==> config.mk <==
export PLATFORM = sky130hd
export DESIGN_NAME = button_debounce_hold_repeat_core
export DESIGN_NICKNAME = d
export VERILOG_FILES = /design/src/bdhr_pkg.sv /design/src/button_debounce_hold_repeat_core.sv /design/src/bdhr_cfg.sv /design/src/bdhr_eval.sv /design/src/bdhr_outq.sv
export VERILOG_INCLUDE_DIRS = /design/src /design/src/src
export SDC_FILE = /design/constraint.sdc
export NUM_CORES = 2
export LEC_CHECK = 0
export ABC_AREA = 0
export BUFFER_PORTS_ARGS = -buffer_cell sky130_fd_sc_hd__buf_2
export CORE_MARGIN = 2
export CORE_UTILIZATION = 40
export DETAILED_ROUTE_END_ITERATION = 8
export PLACE_DENSITY_LB_ADDON = 0.25
export SKIP_LAST_GASP = 1
export SYNTH_ARGS = -nofsm -noshare
export SYNTH_HDL_FRONTEND = slang
export SYNTH_SLANG_ARGS = --single-unit
==> constraint.sdc <==
create_clock -name clk -period 15.9 [get_ports clk]
set_input_delay 0.795 -clock clk [delete_from_list [all_inputs] [get_ports clk]]
set_output_delay 0.795 -clock clk [all_outputs]
set_load 0.05 [all_outputs]
==> src/button_debounce_hold_repeat_core_defines.svh <==
// assertion macros for the button debounce core
// used by the files under src that check their own logic; no dependencies
`ifndef BUTTON_DEBOUNCE_HOLD_REPEAT_CORE_DEFINES_SVH
`define BUTTON_DEBOUNCE_HOLD_REPEAT_CORE_DEFINES_SVH
`ifndef SYNTH
// checked only out of reset
`define BDHR_ASSERT(label, prop) \
  label: assert property (@(posedge clk) disable iff (!rst_n) prop) \
    else $error("bdhr assertion failed");
// checked at every edge, reset included
`define BDHR_ASSERT_ALWAYS(label, prop) \
  label: assert property (@(posedge clk) prop) \
    else $error("bdhr assertion failed");
`else
`define BDHR_ASSERT(label, prop)
`define BDHR_ASSERT_ALWAYS(label, prop)
`endif
`endif

==> src/bdhr_pkg.sv <==
// shared types and codes for the button debounce core
// no dependencies
package bdhr_pkg;

  // event kinds
  localparam logic [1:0] KIND_PRESSED  = 2'd0;
  localparam logic [1:0] KIND_RELEASED = 2'd1;
  localparam logic [1:0] KIND_HELD     = 2'd2;
  localparam logic [1:0] KIND_REPEAT   = 2'd3;

  // register indexes
  localparam logic [2:0] REG_ACTIVE_LEVEL = 3'd0;
  localparam logic [2:0] REG_DEBOUNCE     = 3'd1;
  localparam logic [2:0] REG_LONG_PRESS   = 3'd2;
  localparam logic [2:0] REG_REPEAT_DELAY = 3'd3;
  localparam logic [2:0] REG_REPEAT_RATE  = 3'd4;

  // register reset values
  localparam logic [15:0] DEBOUNCE_RST     = 16'd20;
  localparam logic [15:0] LONG_PRESS_RST   = 16'd1000;
  localparam logic [15:0] REPEAT_DELAY_RST = 16'd500;
  localparam logic [15:0] REPEAT_RATE_RST  = 16'd100;

  // event queue size
  localparam int QDEPTH = 4;
  localparam int QPW    = 2;
  localparam int QCW    = 3;

  typedef struct packed {
    logic        active_level;
    logic [15:0] debounce_ms;
    logic [15:0] long_press_ms;
    logic [15:0] repeat_delay_ms;
    logic [15:0] repeat_rate_ms;
  } cfg_t;

  typedef struct packed {
    logic [31:0] now_ms;
    logic        pin_level;
    logic [2:0]  button_index;
  } in_item_t;

  typedef struct packed {
    logic [2:0]  button;
    logic [1:0]  kind;
    logic [31:0] hold_ms;
    logic [31:0] time_ms;
    logic        last;
  } evt_t;

endpackage

==> src/button_debounce_hold_repeat_core.sv <==
// top level: sample register, state evaluation, event queue, config port
// depends on bdhr_pkg, bdhr_cfg, bdhr_eval, bdhr_outq and the macro header
//
//   port group   role     fields, lowest bit first
//   in_*         sample   tdata: button_index[3] pin_level[1] now_ms[32]
//   out_*        event    tdata: event_button[3] press_dur_ms[32] event_time_ms[32];
//                         tuser: event_kind[2]; tlast: last_of_run
//   cfg_*        apb      regs at 0x0,0x4,0x8,0xc,0x10
//
// one sample a cycle while the queue has room; a sample is taken into the sample
// register, decided there, and its events are written into the event queue, whose head
// is offered on out_*. the event queue gives one word a cycle while out_tready is high,
// so samples that raise both held and repeat leave two words to drain. a registered
// sample is decided only while the queue has room for two words after this cycle's pop.
// reset is synchronous and clears all button state to released.
`include "button_debounce_hold_repeat_core_defines.svh"
module button_debounce_hold_repeat_core
  import bdhr_pkg::*;
#(
  parameter int BUTTONS = 8
) (
  input  logic        clk,
  input  logic        rst_n,
  // button_index[2:0], pin_level[3], now_ms[35:4]
  input  logic [39:0] in_tdata,
  input  logic        in_tvalid,
  output logic        in_tready,
  // event_button[2:0], press_dur_ms[34:3], event_time_ms[66:35]
  output logic [71:0] out_tdata,
  // event_kind[1:0]
  output logic [1:0]  out_tuser,
  output logic        out_tlast,
  output logic        out_tvalid,
  input  logic        out_tready,
  input  logic        cfg_psel,
  input  logic        cfg_penable,
  input  logic        cfg_pwrite,
  input  logic [4:0]  cfg_paddr,
  input  logic [31:0] cfg_pwdata,
  output logic [31:0] cfg_prdata,
  output logic        cfg_pready
);

  cfg_t       cfg;
  in_item_t   inq_r;
  logic       inq_valid_r;
  logic       room;
  logic       fire;
  logic [1:0] res_cnt;
  logic [1:0] push_cnt;
  evt_t       res0;
  evt_t       res1;
  evt_t       head;

  assign cfg_pready = 1'b1;

  bdhr_cfg u_cfg (
    .clk     (clk),
    .rst_n   (rst_n),
    .psel    (cfg_psel),
    .penable (cfg_penable),
    .pwrite  (cfg_pwrite),
    .paddr   (cfg_paddr),
    .pwdata  (cfg_pwdata),
    .prdata  (cfg_prdata),
    .cfg     (cfg)
  );

  // sample register handshake
  assign fire      = inq_valid_r & room;
  assign in_tready = ~inq_valid_r | fire;

  always_ff @(posedge clk) begin
    if (!rst_n) begin
      inq_valid_r <= 1'b0;
    end else if (in_tready) begin
      inq_valid_r <= in_tvalid;
    end
  end

  always_ff @(posedge clk) begin
    if (in_tready && in_tvalid) begin
      inq_r.button_index <= in_tdata[2:0];
      inq_r.pin_level    <= in_tdata[3];
      inq_r.now_ms       <= in_tdata[35:4];
    end
  end

  bdhr_eval #(
    .BUTTONS (BUTTONS)
  ) u_eval (
    .clk     (clk),
    .rst_n   (rst_n),
    .fire    (fire),
    .item    (inq_r),
    .cfg     (cfg),
    .res_cnt (res_cnt),
    .res0    (res0),
    .res1    (res1)
  );

  assign push_cnt = fire ? res_cnt : 2'd0;

  bdhr_outq u_outq (
    .clk       (clk),
    .rst_n     (rst_n),
    .push_cnt  (push_cnt),
    .push0     (res0),
    .push1     (res1),
    .room      (room),
    .out_valid (out_tvalid),
    .out_ready (out_tready),
    .head      (head)
  );

  // output word packing
  assign out_tdata = {5'd0, head.time_ms, head.hold_ms, head.button};
  assign out_tuser = head.kind;
  assign out_tlast = head.last;

  `BDHR_ASSERT(a_stall_holds, (inq_valid_r && !room) |=> (inq_valid_r && $stable(inq_r)))
  `BDHR_ASSERT_ALWAYS(a_idle_after_reset, !rst_n |=> !inq_valid_r)

endmodule

==> src/bdhr_cfg.sv <==
// configuration registers behind the apb-style port
// depends on bdhr_pkg
module bdhr_cfg
  import bdhr_pkg::*;
(
  input  logic        clk,
  input  logic        rst_n,
  input  logic        psel,
  input  logic        penable,
  input  logic        pwrite,
  input  logic [4:0]  paddr,
  input  logic [31:0] pwdata,
  output logic [31:0] prdata,
  output cfg_t        cfg
);

  cfg_t       cfg_r;
  logic [2:0] reg_idx;
  logic       wr_en;

  assign reg_idx = paddr[4:2];
  assign wr_en   = psel & penable & pwrite;
  assign cfg     = cfg_r;

  // register writes
  always_ff @(posedge clk) begin
    if (!rst_n) begin
      cfg_r.active_level    <= 1'b0;
      cfg_r.debounce_ms     <= DEBOUNCE_RST;
      cfg_r.long_press_ms   <= LONG_PRESS_RST;
      cfg_r.repeat_delay_ms <= REPEAT_DELAY_RST;
      cfg_r.repeat_rate_ms  <= REPEAT_RATE_RST;
    end else if (wr_en) begin
      case (reg_idx)
        REG_ACTIVE_LEVEL: cfg_r.active_level    <= pwdata[0];
        REG_DEBOUNCE:     cfg_r.debounce_ms     <= pwdata[15:0];
        REG_LONG_PRESS:   cfg_r.long_press_ms   <= pwdata[15:0];
        REG_REPEAT_DELAY: cfg_r.repeat_delay_ms <= pwdata[15:0];
        REG_REPEAT_RATE:  cfg_r.repeat_rate_ms  <= pwdata[15:0];
        default: ;
      endcase
    end
  end

  // read mux
  always_comb begin
    case (reg_idx)
      REG_ACTIVE_LEVEL: prdata = {31'd0, cfg_r.active_level};
      REG_DEBOUNCE:     prdata = {16'd0, cfg_r.debounce_ms};
      REG_LONG_PRESS:   prdata = {16'd0, cfg_r.long_press_ms};
      REG_REPEAT_DELAY: prdata = {16'd0, cfg_r.repeat_delay_ms};
      REG_REPEAT_RATE:  prdata = {16'd0, cfg_r.repeat_rate_ms};
      default:          prdata = 32'd0;
    endcase
  end

endmodule

==> src/bdhr_eval.sv <==
// per-button state file and the event decision for one registered sample
// depends on bdhr_pkg and the assertion macro header
`include "button_debounce_hold_repeat_core_defines.svh"
module bdhr_eval
  import bdhr_pkg::*;
#(
  parameter int BUTTONS = 8
) (
  input  logic     clk,
  input  logic     rst_n,
  input  logic     fire,
  input  in_item_t item,
  input  cfg_t     cfg,
  output logic [1:0] res_cnt,
  output evt_t     res0,
  output evt_t     res1
);

  localparam int IW = (BUTTONS > 1) ? $clog2(BUTTONS) : 1;

  logic        seen_r  [BUTTONS];
  logic [31:0] rtime_r [BUTTONS];
  logic        deb_r   [BUTTONS];
  logic [31:0] pst_r   [BUTTONS];
  logic        held_r  [BUTTONS];
  logic [31:0] lrt_r   [BUTTONS];

  logic [IW-1:0] slot;
  logic          idx_ok;
  logic          raw;
  logic          chg;
  logic [31:0]   ctime;
  logic          stable;
  logic          prev;
  logic          is_press;
  logic          is_rel;
  logic [31:0]   hold;
  logic          due_held;
  logic          due_rep;
  logic          upd;

  // lookup and compare for the current sample
  always_comb begin
    slot     = IW'(item.button_index);
    idx_ok   = (32'(item.button_index) < BUTTONS);
    raw      = (item.pin_level == cfg.active_level);
    chg      = (raw != seen_r[slot]);
    ctime    = chg ? item.now_ms : rtime_r[slot];
    stable   = ((item.now_ms - ctime) >= {16'd0, cfg.debounce_ms});
    prev     = deb_r[slot];
    is_press = raw & ~prev;
    is_rel   = ~raw & prev;
    hold     = item.now_ms - pst_r[slot];
    due_held = raw & prev & ~held_r[slot] & (hold >= {16'd0, cfg.long_press_ms});
    due_rep  = raw & prev & (hold >= {16'd0, cfg.repeat_delay_ms}) &
               ((item.now_ms - lrt_r[slot]) >= {16'd0, cfg.repeat_rate_ms});
    upd      = fire & idx_ok;
  end

  // result words
  always_comb begin
    res0.button  = item.button_index;
    res0.kind    = KIND_REPEAT;
    res0.hold_ms = hold;
    res0.time_ms = item.now_ms;
    res1.button  = item.button_index;
    res1.kind    = KIND_REPEAT;
    res1.hold_ms = hold;
    res1.time_ms = item.now_ms;
    res1.last    = 1'b1;
    res_cnt      = 2'd0;
    if (idx_ok && stable) begin
      if (is_press) begin
        res_cnt      = 2'd1;
        res0.kind    = KIND_PRESSED;
        res0.hold_ms = 32'd0;
      end else if (is_rel) begin
        res_cnt   = 2'd1;
        res0.kind = KIND_RELEASED;
      end else if (due_held) begin
        res_cnt   = due_rep ? 2'd2 : 2'd1;
        res0.kind = KIND_HELD;
      end else if (due_rep) begin
        res_cnt = 2'd1;
      end
    end
    res0.last = (res_cnt == 2'd1);
  end

  // state update
  always_ff @(posedge clk) begin
    if (!rst_n) begin
      for (int i = 0; i < BUTTONS; i++) begin
        seen_r[i]  <= 1'b0;
        rtime_r[i] <= 32'd0;
        deb_r[i]   <= 1'b0;
        pst_r[i]   <= 32'd0;
        held_r[i]  <= 1'b0;
        lrt_r[i]   <= 32'd0;
      end
    end else if (upd) begin
      if (chg) begin
        seen_r[slot]  <= raw;
        rtime_r[slot] <= item.now_ms;
      end
      if (stable) begin
        deb_r[slot] <= raw;
        if (is_press) begin
          pst_r[slot]  <= item.now_ms;
          held_r[slot] <= 1'b0;
          lrt_r[slot]  <= item.now_ms;
        end else begin
          if (due_held) held_r[slot] <= 1'b1;
          if (due_rep)  lrt_r[slot]  <= item.now_ms;
        end
      end
    end
  end

  `BDHR_ASSERT(a_pair_order, (res_cnt == 2'd2) |-> (res0.kind == KIND_HELD && res1.kind == KIND_REPEAT))
  `BDHR_ASSERT(a_press_clears_held, (upd && stable && is_press) |=> !held_r[$past(slot)])

endmodule

==> src/bdhr_outq.sv <==
// four-word event queue, takes up to two words a cycle while it has room, gives one while out_ready is high
// depends on bdhr_pkg and the assertion macro header
`include "button_debounce_hold_repeat_core_defines.svh"
module bdhr_outq
  import bdhr_pkg::*;
(
  input  logic       clk,
  input  logic       rst_n,
  input  logic [1:0] push_cnt,
  input  evt_t       push0,
  input  evt_t       push1,
  output logic       room,
  output logic       out_valid,
  input  logic       out_ready,
  output evt_t       head
);

  evt_t           mem_r [QDEPTH];
  logic [QPW-1:0] wr_ptr_r;
  logic [QPW-1:0] rd_ptr_r;
  logic [QCW-1:0] count_r;
  logic [QPW-1:0] wr_ptr_nxt;
  logic [QPW-1:0] rd_ptr_nxt;
  logic [QCW-1:0] count_nxt;
  logic [QPW-1:0] wr1;
  logic           pop;

  assign out_valid = (count_r != '0);
  assign pop       = out_valid & out_ready;
  assign head      = mem_r[rd_ptr_r];
  assign wr1       = wr_ptr_r + 1'b1;
  // two free words once this cycle's pop is counted
  assign room      = (count_r <= QCW'(QDEPTH - 2)) ||
                     ((count_r == QCW'(QDEPTH - 1)) && pop);

  // pointer and fill arithmetic
  always_comb begin
    wr_ptr_nxt = wr_ptr_r + QPW'(push_cnt);
    rd_ptr_nxt = rd_ptr_r + QPW'(pop);
    count_nxt  = count_r + QCW'(push_cnt) - QCW'(pop);
  end

  always_ff @(posedge clk) begin
    if (!rst_n) begin
      wr_ptr_r <= '0;
      rd_ptr_r <= '0;
      count_r  <= '0;
    end else begin
      wr_ptr_r <= wr_ptr_nxt;
      rd_ptr_r <= rd_ptr_nxt;
      count_r  <= count_nxt;
    end
  end

  // storage, no reset
  always_ff @(posedge clk) begin
    if (push_cnt != 2'd0) mem_r[wr_ptr_r] <= push0;
    if (push_cnt == 2'd2) mem_r[wr1]      <= push1;
  end

  `BDHR_ASSERT(a_fill_bound, count_r <= QCW'(QDEPTH))
  `BDHR_ASSERT(a_no_overflow, (push_cnt != 2'd0) |-> room)

endmodule
; ---- After elaboration in Yosys (flattened, before gate mapping)
; Memory sizes are Yosys's and may differ from the RTL's. A register that Yosys moved wholly into a read port is not among the register bits.
; Index checks and enable logic that the tools add are counted.
[word_totals]
regBits = 109
ramBits = 1072
in_bits = 84
out_inout_bits = 110
wordCells = 147
mem_count = 7
[memory_table]
columns = memory, words, word_bits, rd, rd_ports_with_merged_regs, wr, line_no
row1 = u_outq.mem_r, 4, 70, 1, 1, 2, bdhr_outq.sv:18  ; evt_t mem_r [QDEPTH];
row2 = u_eval.lrt_r, 8, 32, 1, 1, 8, bdhr_eval.sv:26  ; logic [31:0] lrt_r [BUTTONS];
row3 = u_eval.pst_r, 8, 32, 1, 1, 8, bdhr_eval.sv:24  ; logic [31:0] pst_r [BUTTONS];
row4 = u_eval.rtime_r, 8, 32, 1, 1, 8, bdhr_eval.sv:22  ; logic [31:0] rtime_r [BUTTONS];
row5 = u_eval.deb_r, 8, 1, 1, 1, 8, bdhr_eval.sv:23  ; logic deb_r [BUTTONS];
row6 = u_eval.held_r, 8, 1, 1, 1, 8, bdhr_eval.sv:25  ; logic held_r [BUTTONS];
row7 = +1 memories, -, -, -, -, -, -
[op_classes]
n_addsub = 8
n_lt_le_gt_ge = 5
eq_ne = 9
n_mux = 71
bitwise_logic = 18
n_reduce_logical = 17
[ops]
columns = cell, n
row1 = two-way mux 32 bit, 6
row2 = greater-or-equal comparator 32 x 16 -> 1 bit, 4
row3 = OR reduction 32 bit, 3
row4 = subtractor 32 bit, 3
row5 = one-hot mux 16 bit (5 select lines), 1
row6 = two-way mux 1 bit, 42
row7 = two-way mux 3 bit, 12
row8 = two-way mux 34 bit, 1
row9 = two-way mux 2 bit, 9
row10 = bitwise AND 1 bit, 11
row11 = AND reduction 2 bit, 5
row12 = == test 3 x 2 -> 1 bit (second input constant), 3
row13 = NOT 1 bit, 4
row14 = adder 3 x 2 -> 3 bit, 1
row15 = == test 3 x 1 -> 1 bit (second input constant), 1
row16 = == test 3 bit (second input constant), 1
row17 = <= comparator 3 x 2 -> 1 bit (second input constant), 1
row18 = logical NOT 3 bit, 1
row19 = OR 1 bit, 3
row20 = nonzero test 3 bit, 1
row21 = OR reduction 1 bit, 3
row22 = subtractor 3 x 1 -> 3 bit, 1
row23 = adder 2 x 1 -> 2 bit, 1
row24 = adder 2 x 1 -> 2 bit (second input constant), 1
row25 = other kinds (8), 9

; ---- Longest topological paths before layout
[depth]
ltp_word = 13
depth_mapped = 35
ltp_nobuf = 32

; ---- Hierarchy
; Synthesis repeated with hierarchy kept, for this count alone.
[unflattened]
hier_cells = 4833
area_unflattened_um2 = 60640.7
[by_module_without_submodules]
columns = mod, instances, cells_per_inst, area_per_inst_um2, seq_area_each_um2
row1 = bdhr_eval, 1, 3716, 42393.2, 23542.6
row2 = bdhr_outq, 1, 721, 13899.6, 8548.2
row3 = bdhr_cfg, 1, 344, 3134.3, 1301.2
row4 = button_debounce_hold_repeat_core, 1, 52, 1213.7, 1101.1

; ---- Least setup slack after synthesis
; Ideal clock, no wire load.
[synth_path]
path_kind = register to register
startpoint = register with a tool-made name
endpoint = memory u_outq.mem_r[1][10] in the netlist's numbering, enable pin
setup_ns = 0.397
arrival_time_ns = 8.587
t_required_ns = 15.503
setup_slack_ns = 6.916
path_stages_with_launch = 32
n_path_buf = 6
synth_period_minus_slack_ns = 8.984
path_cell_list = dfxtp_1 buf_6 clkbuf_1 clkbuf_1 buf_1 mux4_2 mux2i_1 ha_1 nor2b_1 o2111ai_1 a211oi_1 nor2_1 o21ai_0 xor2_1 ha_1 a21o_1 a21o_1 a22oi_1 nand3_1 nor3_1 nand3_1 or4_1 or4_4 o41ai_4 a21oi_1 ha_1 nor3_1 nor2_1 or2_2 clkbuf_1 nor3_2 buf_2
[synth_lines]
columns = item, line_no
row1 = end: declaration, bdhr_outq.sv:18

==> impl_metrics.ini <==
[run_status]
status = finished, final reports clean

[grt]
use_met3_pct = 3.65
use_met2_pct = 34.9
overflow = 0
antenna_found_initial = 15
grt_pass1_wl_um = 254000
grt_max_degree = 134
grt_usage_pct = 22.6
met1_usage_pct = 32.8
first_global_vias = 37780
top_usage_layer = met2

[synth]
ys_warn_count = 0
post_synth.cell_area_avg_um2 = 12.9
synth_area_mm2 = 0.0596
async_flop_share_pct = 0
yosysUniqueCellTypes = 87
yosysSeqAreaShare_pct = 57.8
synth_edf_count = 1072
synth_seq_cells = 1184
syn_inst = 4632
synth_flop_cell = edfxtp_1

[power_and_ir_drop]
pwr-share-comb_pct = 25.1
p_leak_nw = 25.7
power_w = 0.00879
powerDensity_mw_per_mm2 = 133
vdd_drop_max_mv = 0.114
seqPwrFrac_pct = 41.2
switching_share_pct = 32.4
p_int_w = 0.00594
p_sw_w = 0.00285
power_frac_clock_pct = 33.7

[clock_network]
cts_buffers = 134
clk_latency_ps = 770
clockRootBuffer = clkbuf_16
h-tree-depth = 4
cts_hold_buffers = 0
cts_buffer_depth = 3
cts.clk_slew.worst_paths_ps = 60
post-cts-setup-buffers = 0
cts-resized-gates = 0
cts_tree = done
clock-sinks = 1184

[finish]
area_delta_synth_final_pct = 11.2
final_core_util_pct = 44.8
multi_input_area_mm2 = 0.0232
fin_nets = 4860
final_area_mm2 = 0.0662
fin_cells = 6642
drive_gt1_share_pct = 16.7
fill_cells = 13260
register_area_mm2 = 0.0345

[worst_setup_path]
arrival_ps = 11070
r2r_cells = 29
critPathKind = flop to flop
worst_ep_required_time_ps = 16280
crit_path_end_kind = flop
reg2reg_setup_slack_ps = 5210
slowest_stage = dfxtp_4
worstSetupStartpointType = flop
critPathMaxFanout = 62
cpPeakStageDelay_ps = 910

[routing]
first_pass_iters = 5
wl_per_cell_um = 26.1
drc_errors = 0
ant_nets = 0
drt_first_iter_violations = 3997
num_vias = 38485
routed_wirelength_um = 173000
viasPerCell = 5.79

[timing]
rsz0062_at_grt = false
clock_skew_ps = 32.0
fin_crit_ps = 10690
setup_viol = 0
fmax_mhz = 93.6
worstMarginPinSlew_ps = 1270
finalSetupTns_ps = 0
fin_crit_sh_pct = 67.2
slew_viol_final = 0
slew-limit-headroom_pct = 15.3
hold_viol_final = 0

[die]
num_rows = 141
die_area_mm2 = 0.152
io_pins = 194
initial_core_util_pct = 40.3
die_w_um = 390
core_mm2 = 0.148
dieHeight_um = 390

[placed_design]
port_buffers = 149
dp_cells = 6400
placedInstanceArea_mm2 = 0.0621
hpwlAfterDp_um = 107000
gp_congestion = 0.900

[worst_hold_path]
hold_path_depth = 1
hp-class = primary input to flop

[run]
drv_cap = 0
[power groups by stage]
stage | registers [W] | logic [W] | clock network, W
CTS | 0.00363 | 0.00220 | 0.00301
floorplan | 0.00362 | 0.00160 | 0
finish | 0.00362 | 0.00220 | 0.00296
detailed placement | 0.00369 | 0.00219 | 0
global placement | 0.00368 | 0.00219 | 0
global route | 0.00364 | 0.00237 | 0.00313
[per-layer routing]
metal | up-vias | part of all wire, %
met5 | - | 0.0052
met3 | 232 | 7.0
met1 | 19557 | 45
li1 | 17272 | -
met2 | 1422 | 45
met4 | 2 | 2.9
[sequential cells by signal, summed over array words and instances, names as in the netlist, 36 cells and up, named ones only]
signal,flops
inq_r,36
u_eval.lrt_r,256
u_cfg.cfg,65
u_eval.pst_r,256
u_eval.rtime_r,256
u_outq.mem_r,280
[worst max-delay path: cells and delay by family, from the launching register on]
family / cells / cell delay, ps
buffers and inverters: 3 / 1850
and+or+nand+nor: 10 / 2980
adders and majority gates: 3 / 760
AOI/OAI and AO/OA: 10 / 2450
xor gates and xnor gates: 1 / 190
DFF: 1 / 910
muxes: 2 / 950
[stage by stage]
step                setup WS, ps  hold slack, ps
global placement            5350             437
CTS                         5220             153
floorplan                   6920             422
global route                4580             173
detailed placement          5240             440
finish                      5210             204
[cell families (layout without fill, tap and decap cells)]
kind of cell	Yosys count	after routing	share of synthesized area [%]
other	2	27	0.0126
buffers and inverters	558	613	3.86
multiplexers	382	382	12.1
flip-flops	1184	1184	57.8
AO/OA/AOI/OAI	584	584	6.12
AND/OR/NAND/NOR	1677	1677	15.4
adder cells (fa/ha/maj)	170	170	3.62
XOR/XNOR	75	75	1.10
[Yosys cell counts (8+ instances only)]
master,number,area share [%]
nand3_1,40,0.34
mux2i_1,106,1.8
a211oi_1,17,0.21
a21o_1,46,0.58
a2bb2oi_1,12,0.18
mux4_2,264,10
buf_4,22,0.28
clkbuf_1,317,2.0
dfxtp_1,112,3.8
nand2b_1,27,0.28
mux2_2,8,0.15
o21bai_1,11,0.14
nor4_1,44,0.46
a22oi_1,20,0.25
xnor2_1,40,0.59
inv_1,121,0.76
o31ai_1,11,0.14
o21a_1,8,0.10
buf_2,57,0.48
and2_1,387,4.1
a21oi_1,211,1.8
nor3_1,37,0.31
nand2_1,275,1.7
nand4_1,35,0.37
nor2b_1,10,0.10
edfxtp_1,1072,54
buf_1,31,0.20
ha_1,166,3.5
o21ai_0,129,1.1
xor2_1,35,0.51
and3_1,499,5.2
nor2_1,259,1.6
a31oi_1,16,0.17
nand3b_1,10,0.13
o211ai_1,32,0.40
[placed cells by master, fill, tap and decap left out, drive strengths merged, types with 35 or more instances in the layout]
cell	n
a21o	46
a21oi	211
and2	389
and3	499
buf	252
clkbuf	173
clkinv	50
dfxtp	112
edfxtp	1072
ha	166
inv	131
mux2i	106
mux4	268
nand2	276
nand3	40
nand4	35
nor2	263
nor3	44
nor4	46
o21ai	136
xnor2	40
xor2	35
[final timing paths]
path | from | end
setup / recovery | flop | u_outq.mem_r[0][26]
hold / removal | in_tdata[18] | inq_r[18]
setup reg to reg | flop | u_outq.mem_r[0][26]
hold reg to reg | u_eval.held_r[7] | u_eval.held_r[7]
[area by class of cell]
| class | count | area share, % |
|---|---|---|
| diodes | 5 | 0.0189 |
| multi-input cells | 2910 | 35.0 |
| clock buffers | 173 | 5.44 |
| inverters | 124 | 0.703 |
| clock inverters | 64 | 0.865 |
| repair buffers | 252 | 2.33 |
| flip-flops and latches | 1184 | 52.0 |
| well taps | 1930 | 3.65 |
No activity file was read; power rests on OpenSTA's default activity.
